===== config.mk =====
export PLATFORM = sky130hd
export DESIGN_NAME = signed_int_to_decimal_ascii
export DESIGN_NICKNAME = d
export VERILOG_FILES = /design/src/design/sida_pkg.sv /design/src/design/sida_dabble_step.sv /design/src/design/signed_int_to_decimal_ascii.sv
export SDC_FILE = /design/constraint.sdc
export NUM_CORES = 1
export LEC_CHECK = 0
export BUFFER_PORTS_ARGS = -buffer_cell sky130_fd_sc_hd__buf_4
export CAP_MARGIN = 0
export CELL_PAD_IN_SITES_DETAIL_PLACEMENT = 1
export CELL_PAD_IN_SITES_GLOBAL_PLACEMENT = 2
export CORE_ASPECT_RATIO = 0.8
export CORE_MARGIN = 3
export CORE_UTILIZATION = 40
export CTS_CLUSTER_SIZE = 40
export DETAILED_ROUTE_END_ITERATION = 10
export GPL_TIMING_DRIVEN = 0
export HOLD_SLACK_MARGIN = 0.1
export PLACE_DENSITY_LB_ADDON = 0.1
export RECOVER_POWER = 50
export SYNTH_ARGS = -nofsm -noshare
export SYNTH_HDL_FRONTEND = slang
export SYNTH_SLANG_ARGS = --single-unit

===== constraint.sdc =====
create_clock -name clk -period 8.69 [get_ports clk]
set_clock_uncertainty 0.1 [all_clocks]
set_input_delay 0 -clock clk [delete_from_list [all_inputs] [get_ports clk]]
set_output_delay 0 -clock clk [all_outputs]
set_load 0.05 [all_outputs]

===== src/design/sida_pkg.sv =====
// ----------------------------------------------------------------------------
// sida_pkg
// shared types and constants for the signed integer to decimal text block
// ----------------------------------------------------------------------------
`timescale 1ns / 1ps

package sida_pkg;

  localparam int INT_W      = 32;
  localparam int CHAR_W     = 6;
  localparam int BCD_DIGITS = 10;
  localparam int BCD_W      = 4 * BCD_DIGITS;
  localparam int CONV_STEPS = INT_W;
  localparam int CNT_W      = $clog2(CONV_STEPS);
  localparam int NDIG_W     = $clog2(BCD_DIGITS + 1);

  localparam logic [CHAR_W-1:0] CHAR_ZERO  = CHAR_W'(48);
  localparam logic [CHAR_W-1:0] CHAR_MINUS = CHAR_W'(45);

  typedef enum logic [2:0] {
    ST_IDLE,
    ST_CONV,
    ST_SKIP,
    ST_SIGN,
    ST_EMIT
  } state_t;

endpackage


===== src/design/sida_dabble_step.sv =====
// ----------------------------------------------------------------------------
// sida_dabble_step
// one shift-and-add-3 step: corrects every bcd digit, then shifts in one bit
// ----------------------------------------------------------------------------
`timescale 1ns / 1ps

module sida_dabble_step (
  input  logic [sida_pkg::BCD_W-1:0] bcd,
  input  logic                       bit_in,
  output logic [sida_pkg::BCD_W-1:0] bcd_next
);

  logic [sida_pkg::BCD_W-1:0] adj;

  always_comb begin
    for (int i = 0; i < sida_pkg::BCD_DIGITS; i++) begin
      if (bcd[4*i +: 4] >= 4'd5) begin
        adj[4*i +: 4] = bcd[4*i +: 4] + 4'd3;
      end else begin
        adj[4*i +: 4] = bcd[4*i +: 4];
      end
    end
    bcd_next = {adj[sida_pkg::BCD_W-2:0], bit_in};
  end

endmodule


===== src/design/signed_int_to_decimal_ascii.sv =====
// ----------------------------------------------------------------------------
// signed_int_to_decimal_ascii
// converts a 32-bit two's complement integer to decimal ascii, msd first
// ----------------------------------------------------------------------------
//  channel | dir | handshake           | payload
//  --------+-----+---------------------+------------------------------
//  in      | in  | in_valid / in_stall | value[31:0] signed
//  out     | out | out_valid/out_stall | character[5:0], last
//
//  the magnitude goes through a single shift-and-add-3 unit, one bit per
//  cycle over all 32 bits; leading zero digits are then dropped one per cycle.
//  then the '-' sign (if negative) and the digits go out, each held while
//  out_stall is high; one beat per character.
//  in_stall is high after the input beat until the last character is taken,
//  so the next input beat can come in the cycle after the last output beat.
//  rst is synchronous and returns the sequencer to idle.
// ----------------------------------------------------------------------------
`timescale 1ns / 1ps

module signed_int_to_decimal_ascii (
  input  logic                          clk,
  input  logic                          rst,
  input  logic                          in_valid,
  output logic                          in_stall,
  input  logic signed [sida_pkg::INT_W-1:0] value,
  output logic                          out_valid,
  input  logic                          out_stall,
  output logic [sida_pkg::CHAR_W-1:0]   character,
  output logic                          last
);

  sida_pkg::state_t state, state_next;

  logic [sida_pkg::INT_W-1:0]  mag;
  logic [sida_pkg::BCD_W-1:0]  bcd;
  logic [sida_pkg::BCD_W-1:0]  bcd_step;
  logic [sida_pkg::CNT_W-1:0]  cnt;
  logic [sida_pkg::NDIG_W-1:0] ndig;
  logic                        neg;

  logic       in_beat;
  logic       out_beat;
  logic [3:0] top_digit;
  logic       at_last;

  assign in_beat   = in_valid && !in_stall;
  assign out_beat  = out_valid && !out_stall;
  assign top_digit = bcd[sida_pkg::BCD_W-1 -: 4];
  assign at_last   = (ndig == sida_pkg::NDIG_W'(1));

  sida_dabble_step u_step (
    .bcd      (bcd),
    .bit_in   (mag[sida_pkg::INT_W-1]),
    .bcd_next (bcd_step)
  );

  // next state
  always_comb begin
    state_next = state;
    unique case (state)
      sida_pkg::ST_IDLE: begin
        if (in_beat) state_next = sida_pkg::ST_CONV;
      end
      sida_pkg::ST_CONV: begin
        if (cnt == sida_pkg::CNT_W'(sida_pkg::CONV_STEPS - 1)) begin
          state_next = sida_pkg::ST_SKIP;
        end
      end
      sida_pkg::ST_SKIP: begin
        if (top_digit != 4'd0 || at_last) begin
          state_next = neg ? sida_pkg::ST_SIGN : sida_pkg::ST_EMIT;
        end
      end
      sida_pkg::ST_SIGN: begin
        if (out_beat) state_next = sida_pkg::ST_EMIT;
      end
      sida_pkg::ST_EMIT: begin
        if (out_beat && at_last) state_next = sida_pkg::ST_IDLE;
      end
      default: state_next = sida_pkg::ST_IDLE;
    endcase
  end

  // outputs
  always_comb begin
    in_stall  = 1'b1;
    out_valid = 1'b0;
    character = sida_pkg::CHAR_ZERO + sida_pkg::CHAR_W'(top_digit);
    last      = 1'b0;
    unique case (state)
      sida_pkg::ST_IDLE: in_stall = 1'b0;
      sida_pkg::ST_CONV, sida_pkg::ST_SKIP: ;
      sida_pkg::ST_SIGN: begin
        out_valid = 1'b1;
        character = sida_pkg::CHAR_MINUS;
      end
      sida_pkg::ST_EMIT: begin
        out_valid = 1'b1;
        last      = at_last;
      end
      default: ;
    endcase
  end

  always_ff @(posedge clk) begin
    if (rst) begin
      state <= sida_pkg::ST_IDLE;
    end else begin
      state <= state_next;
    end
  end

  // datapath
  always_ff @(posedge clk) begin
    unique case (state)
      sida_pkg::ST_IDLE: begin
        if (in_beat) begin
          neg <= value[sida_pkg::INT_W-1];
          mag <= value[sida_pkg::INT_W-1] ? (sida_pkg::INT_W'(0) - value) : value;
          bcd <= '0;
          cnt <= '0;
        end
        ndig <= sida_pkg::NDIG_W'(sida_pkg::BCD_DIGITS);
      end
      sida_pkg::ST_CONV: begin
        bcd <= bcd_step;
        mag <= {mag[sida_pkg::INT_W-2:0], 1'b0};
        cnt <= cnt + sida_pkg::CNT_W'(1);
      end
      sida_pkg::ST_SKIP: begin
        // drop a leading zero digit
        if (top_digit == 4'd0 && !at_last) begin
          bcd  <= {bcd[sida_pkg::BCD_W-5:0], 4'd0};
          ndig <= ndig - sida_pkg::NDIG_W'(1);
        end
      end
      sida_pkg::ST_SIGN: ;
      sida_pkg::ST_EMIT: begin
        if (out_beat && !at_last) begin
          bcd  <= {bcd[sida_pkg::BCD_W-5:0], 4'd0};
          ndig <= ndig - sida_pkg::NDIG_W'(1);
        end
      end
      default: ;
    endcase
  end

endmodule


==> flow_summary.json <==
{
  "synth_top_family_by_area": "simple AND/OR/NAND/NOR gates",
  "vias_per_cell": 5.351,
  "synth-simple-area-share_pct": 18.11,
  "setup_tns_ns": 0,
  "synth_xor_area_share_pct": 7.637,
  "die_h_um": 109.8,
  "grt_max_degree": 28,
  "relSlewSlack_pct": 34.56,
  "firstDrtPassIters": 4,
  "synth_cells": 542,
  "synth-compound-area-share_pct": 17.69,
  "worstSetupPathType": "in2reg",
  "drt-initial-drc-count": 206,
  "clkLatencyLatePin_ns": 0.35,
  "whs_ns": 0.2963,
  "min_path_cells": 3,
  "critPathLaunch": "value[0]",
  "core_area_sq_mm": 0.01301,
  "nets": 700,
  "reg2reg_depth": 5,
  "ys_seq_elements": 85,
  "clk_path_buf_depth": 2,
  "avgSynthCellArea_sq_um": 9.945,
  "dp_slack_ns": 6.099,
  "die_x_um": 135.8,
  "hpwl_um": 10610,
  "required_ns": 8.68,
  "r2r_end": "mag[24]",
  "yosysWarnings": 0,
  "rsz0062_at_grt": "no",
  "setup.worst_path.end": "mag[30]",
  "ys.flop_type": "edfxtp_1",
  "vdd_drop_max_mv": 0.1274,
  "post-cts-setup-buffers": 0,
  "dp_cells": 764,
  "worst_pin_slew_ns": 0.9795,
  "ctsResizeCount": 0,
  "synth_edf_count": 82,
  "ys_seq_area_share_pct": 46.80,
  "worst_slack_ns": 5.246,
  "muxShareOfSynthArea_pct": 0.1857,
  "cts_buffers": 9,
  "htree_num_levels": 3,
  "worstPathArrival_ns": 3.44,
  "area_growth_pct": 22.49,
  "synth_commonest_cells": "edfxtp_1 (82), nand2_1 (69), a21oi_1 (40)",
  "drtAntennaViolNets": 0,
  "synth_largest_area_cell": "edfxtp_1",
  "rrSetupSlack_ns": 5.37,
  "powerDensity_mw_per_mm2": 245.5,
  "gr-usage-all-layers_pct": 21.08,
  "grt_pass1_vias": 4638,
  "row_count": 37,
  "synthTopCellsByArea": "edfxtp_1 (46%), ha_1 (6.0%), xor2_1 (5.5%)",
  "vias": 4377,
  "hold_class": "in2reg",
  "hold_violations": 0,
  "antenna_found_initial": 0,
  "ios": 45,
  "overflow": 0,
  "route.detailed.drc": 0,
  "p_leak_nw": 2.450,
  "yosysTopAreaCellShare_pct": 45.68,
  "cts_sinks": 85,
  "layout-drive-gt1-share_pct": 9.953,
  "drt_wl_total_um": 14830,
  "synthesis.area_sq_mm": 0.005390,
  "layout.cells.non_filler": 818,
  "start_kind": "input pin",
  "dieArea_sq_mm": 0.01491,
  "synth_fa_ha_area_share_pct": 6.035,
  "start_util_pct": 41.44,
  "synth_fp_nets": 604,
  "cap_violations": 0,
  "power.total_w": 0.001621,
  "postCtsHoldBufs": 38,
  "fmax_mhz": 290.4,
  "cts_root_buffer": "clkbuf_16",
  "post_drt_wl_per_cell_um": 18.13,
  "outcome": "complete, no violations",
  "clk_pin_slew_ns": 0.06,
  "cts_tree": "yes",
  "timing.rr.start": "state[1]",
  "grt_pass1_wl_um": 24270,
  "critPathCaptureType": "register",
  "ys_types": 55,
  "portBuffers": 43,
  "yosys.cell_count.top_type": "edfxtp_1",
  "fin_crit_ns": 3.444,
  "setup_viol": 0,
  "path_max_fanout": 4,
  "layout_worst_path_cycle_share_pct": 39.63,
  "slew_viol_final": 0,
  "globalplace.congestion": 0.8322,
  "diodes": 0,
  "synth-async-reset-ratio_pct": 0,
  "fillers": 1467
}
flip-flops by register name, summed over array words and instances (netlist names):
| name | cells |
|---|---|
| neg | 1 |
| ndig | 4 |
| cnt | 5 |
| state | 3 |
| bcd | 40 |
| mag | 32 |
cell type report:
type	count	area [sq um]	area share, %
timing repair buffer	85	700.7	10.61
clock inverter	7	56.30	0.8528
inverter	26	97.59	1.478
buffer	23	90.09	1.364
multi-input combinational	408	2691	40.76
clock buffer	9	225.2	3.411
tap	175	219.0	3.316
sequential	85	2522	38.20
worst max-delay path, cell delays in order:
cell,delay (ns)
dlygate4sd3_1,0.55
buf_4,0.16
inv_1,0.07
ha_1,0.20
nor4b_1,0.45
nand4_1,0.33
o31a_1,0.33
a41oi_1,0.14
dlygate4sd3_1,0.56
nand3_1,0.06
dlygate4sd3_1,0.56
layer usage:
layer	global-route usage (%)	part of all wire, %	vias up
li1	-	-	2147
met5	0	0	-
met2	34.16	46	59
met1	29.47	50	2161
met4	5.468	1.1	0
met3	3.660	3.5	10
worst min path at each step:
stage / to / from
2_1_floorplan: state[2] / rst
4_1_cts: state[1] / rst
6_report: state[1] / rst
5_1_grt: state[1] / rst
3_5_place_dp: state[1] / rst
3_3_place_gp: state[1] / rst
cell families (layout without fill, tap and decap cells):
kind of cell / after synthesis / after routing
flip-flops: 85 / 85
AND/OR/NAND/NOR: 181 / 181
adder cells (fa/ha/maj): 26 / 26
AO/OA/AOI/OAI: 152 / 152
other: 1 / 1
buffers and inverters: 49 / 150
multiplexers: 1 / 1
XOR/XNOR: 47 / 47
through the flow:
stage	util (%)	instance area, sq um
floorplan	-	5390
global placement	45.60	5932
detailed placement	46.08	5995
CTS	51.17	6656
global route	50.75	6603
finish	50.75	6603
power by group:
group	switching (W)	internal (W)	total, W	leakage (nW)
clock	0.000155	0.000218	0.000373	0.141
sequential	0.0000913	0.000617	0.000709	0.870
combinational	0.000337	0.000201	0.000539	1.44
layout by cell type, fill, tap and decap left out, types with 2 or more instances in the layout:
cell,n
a21oi_1,40
a22o_1,9
a22oi_1,2
and2_0,3
and2_1,2
buf_4,35
clkbuf_1,33
clkbuf_16,9
clkinv_1,3
clkinv_2,3
dfxtp_1,3
dlygate4sd3_1,38
edfxtp_1,82
ha_1,26
inv_1,26
nand2_1,69
nand2b_1,17
nand3_1,4
nand4_4,2
nand4b_1,2
nor2_1,32
nor2b_1,6
nor3_1,4
nor3b_1,18
nor4_1,2
o21ai_0,50
o21ai_1,14
o31ai_1,20
o41ai_2,4
or3_1,5
or3b_1,2
or4_1,2
xnor2_1,13
xor2_1,34
Note: power is estimated with default switching activity, not from simulation.
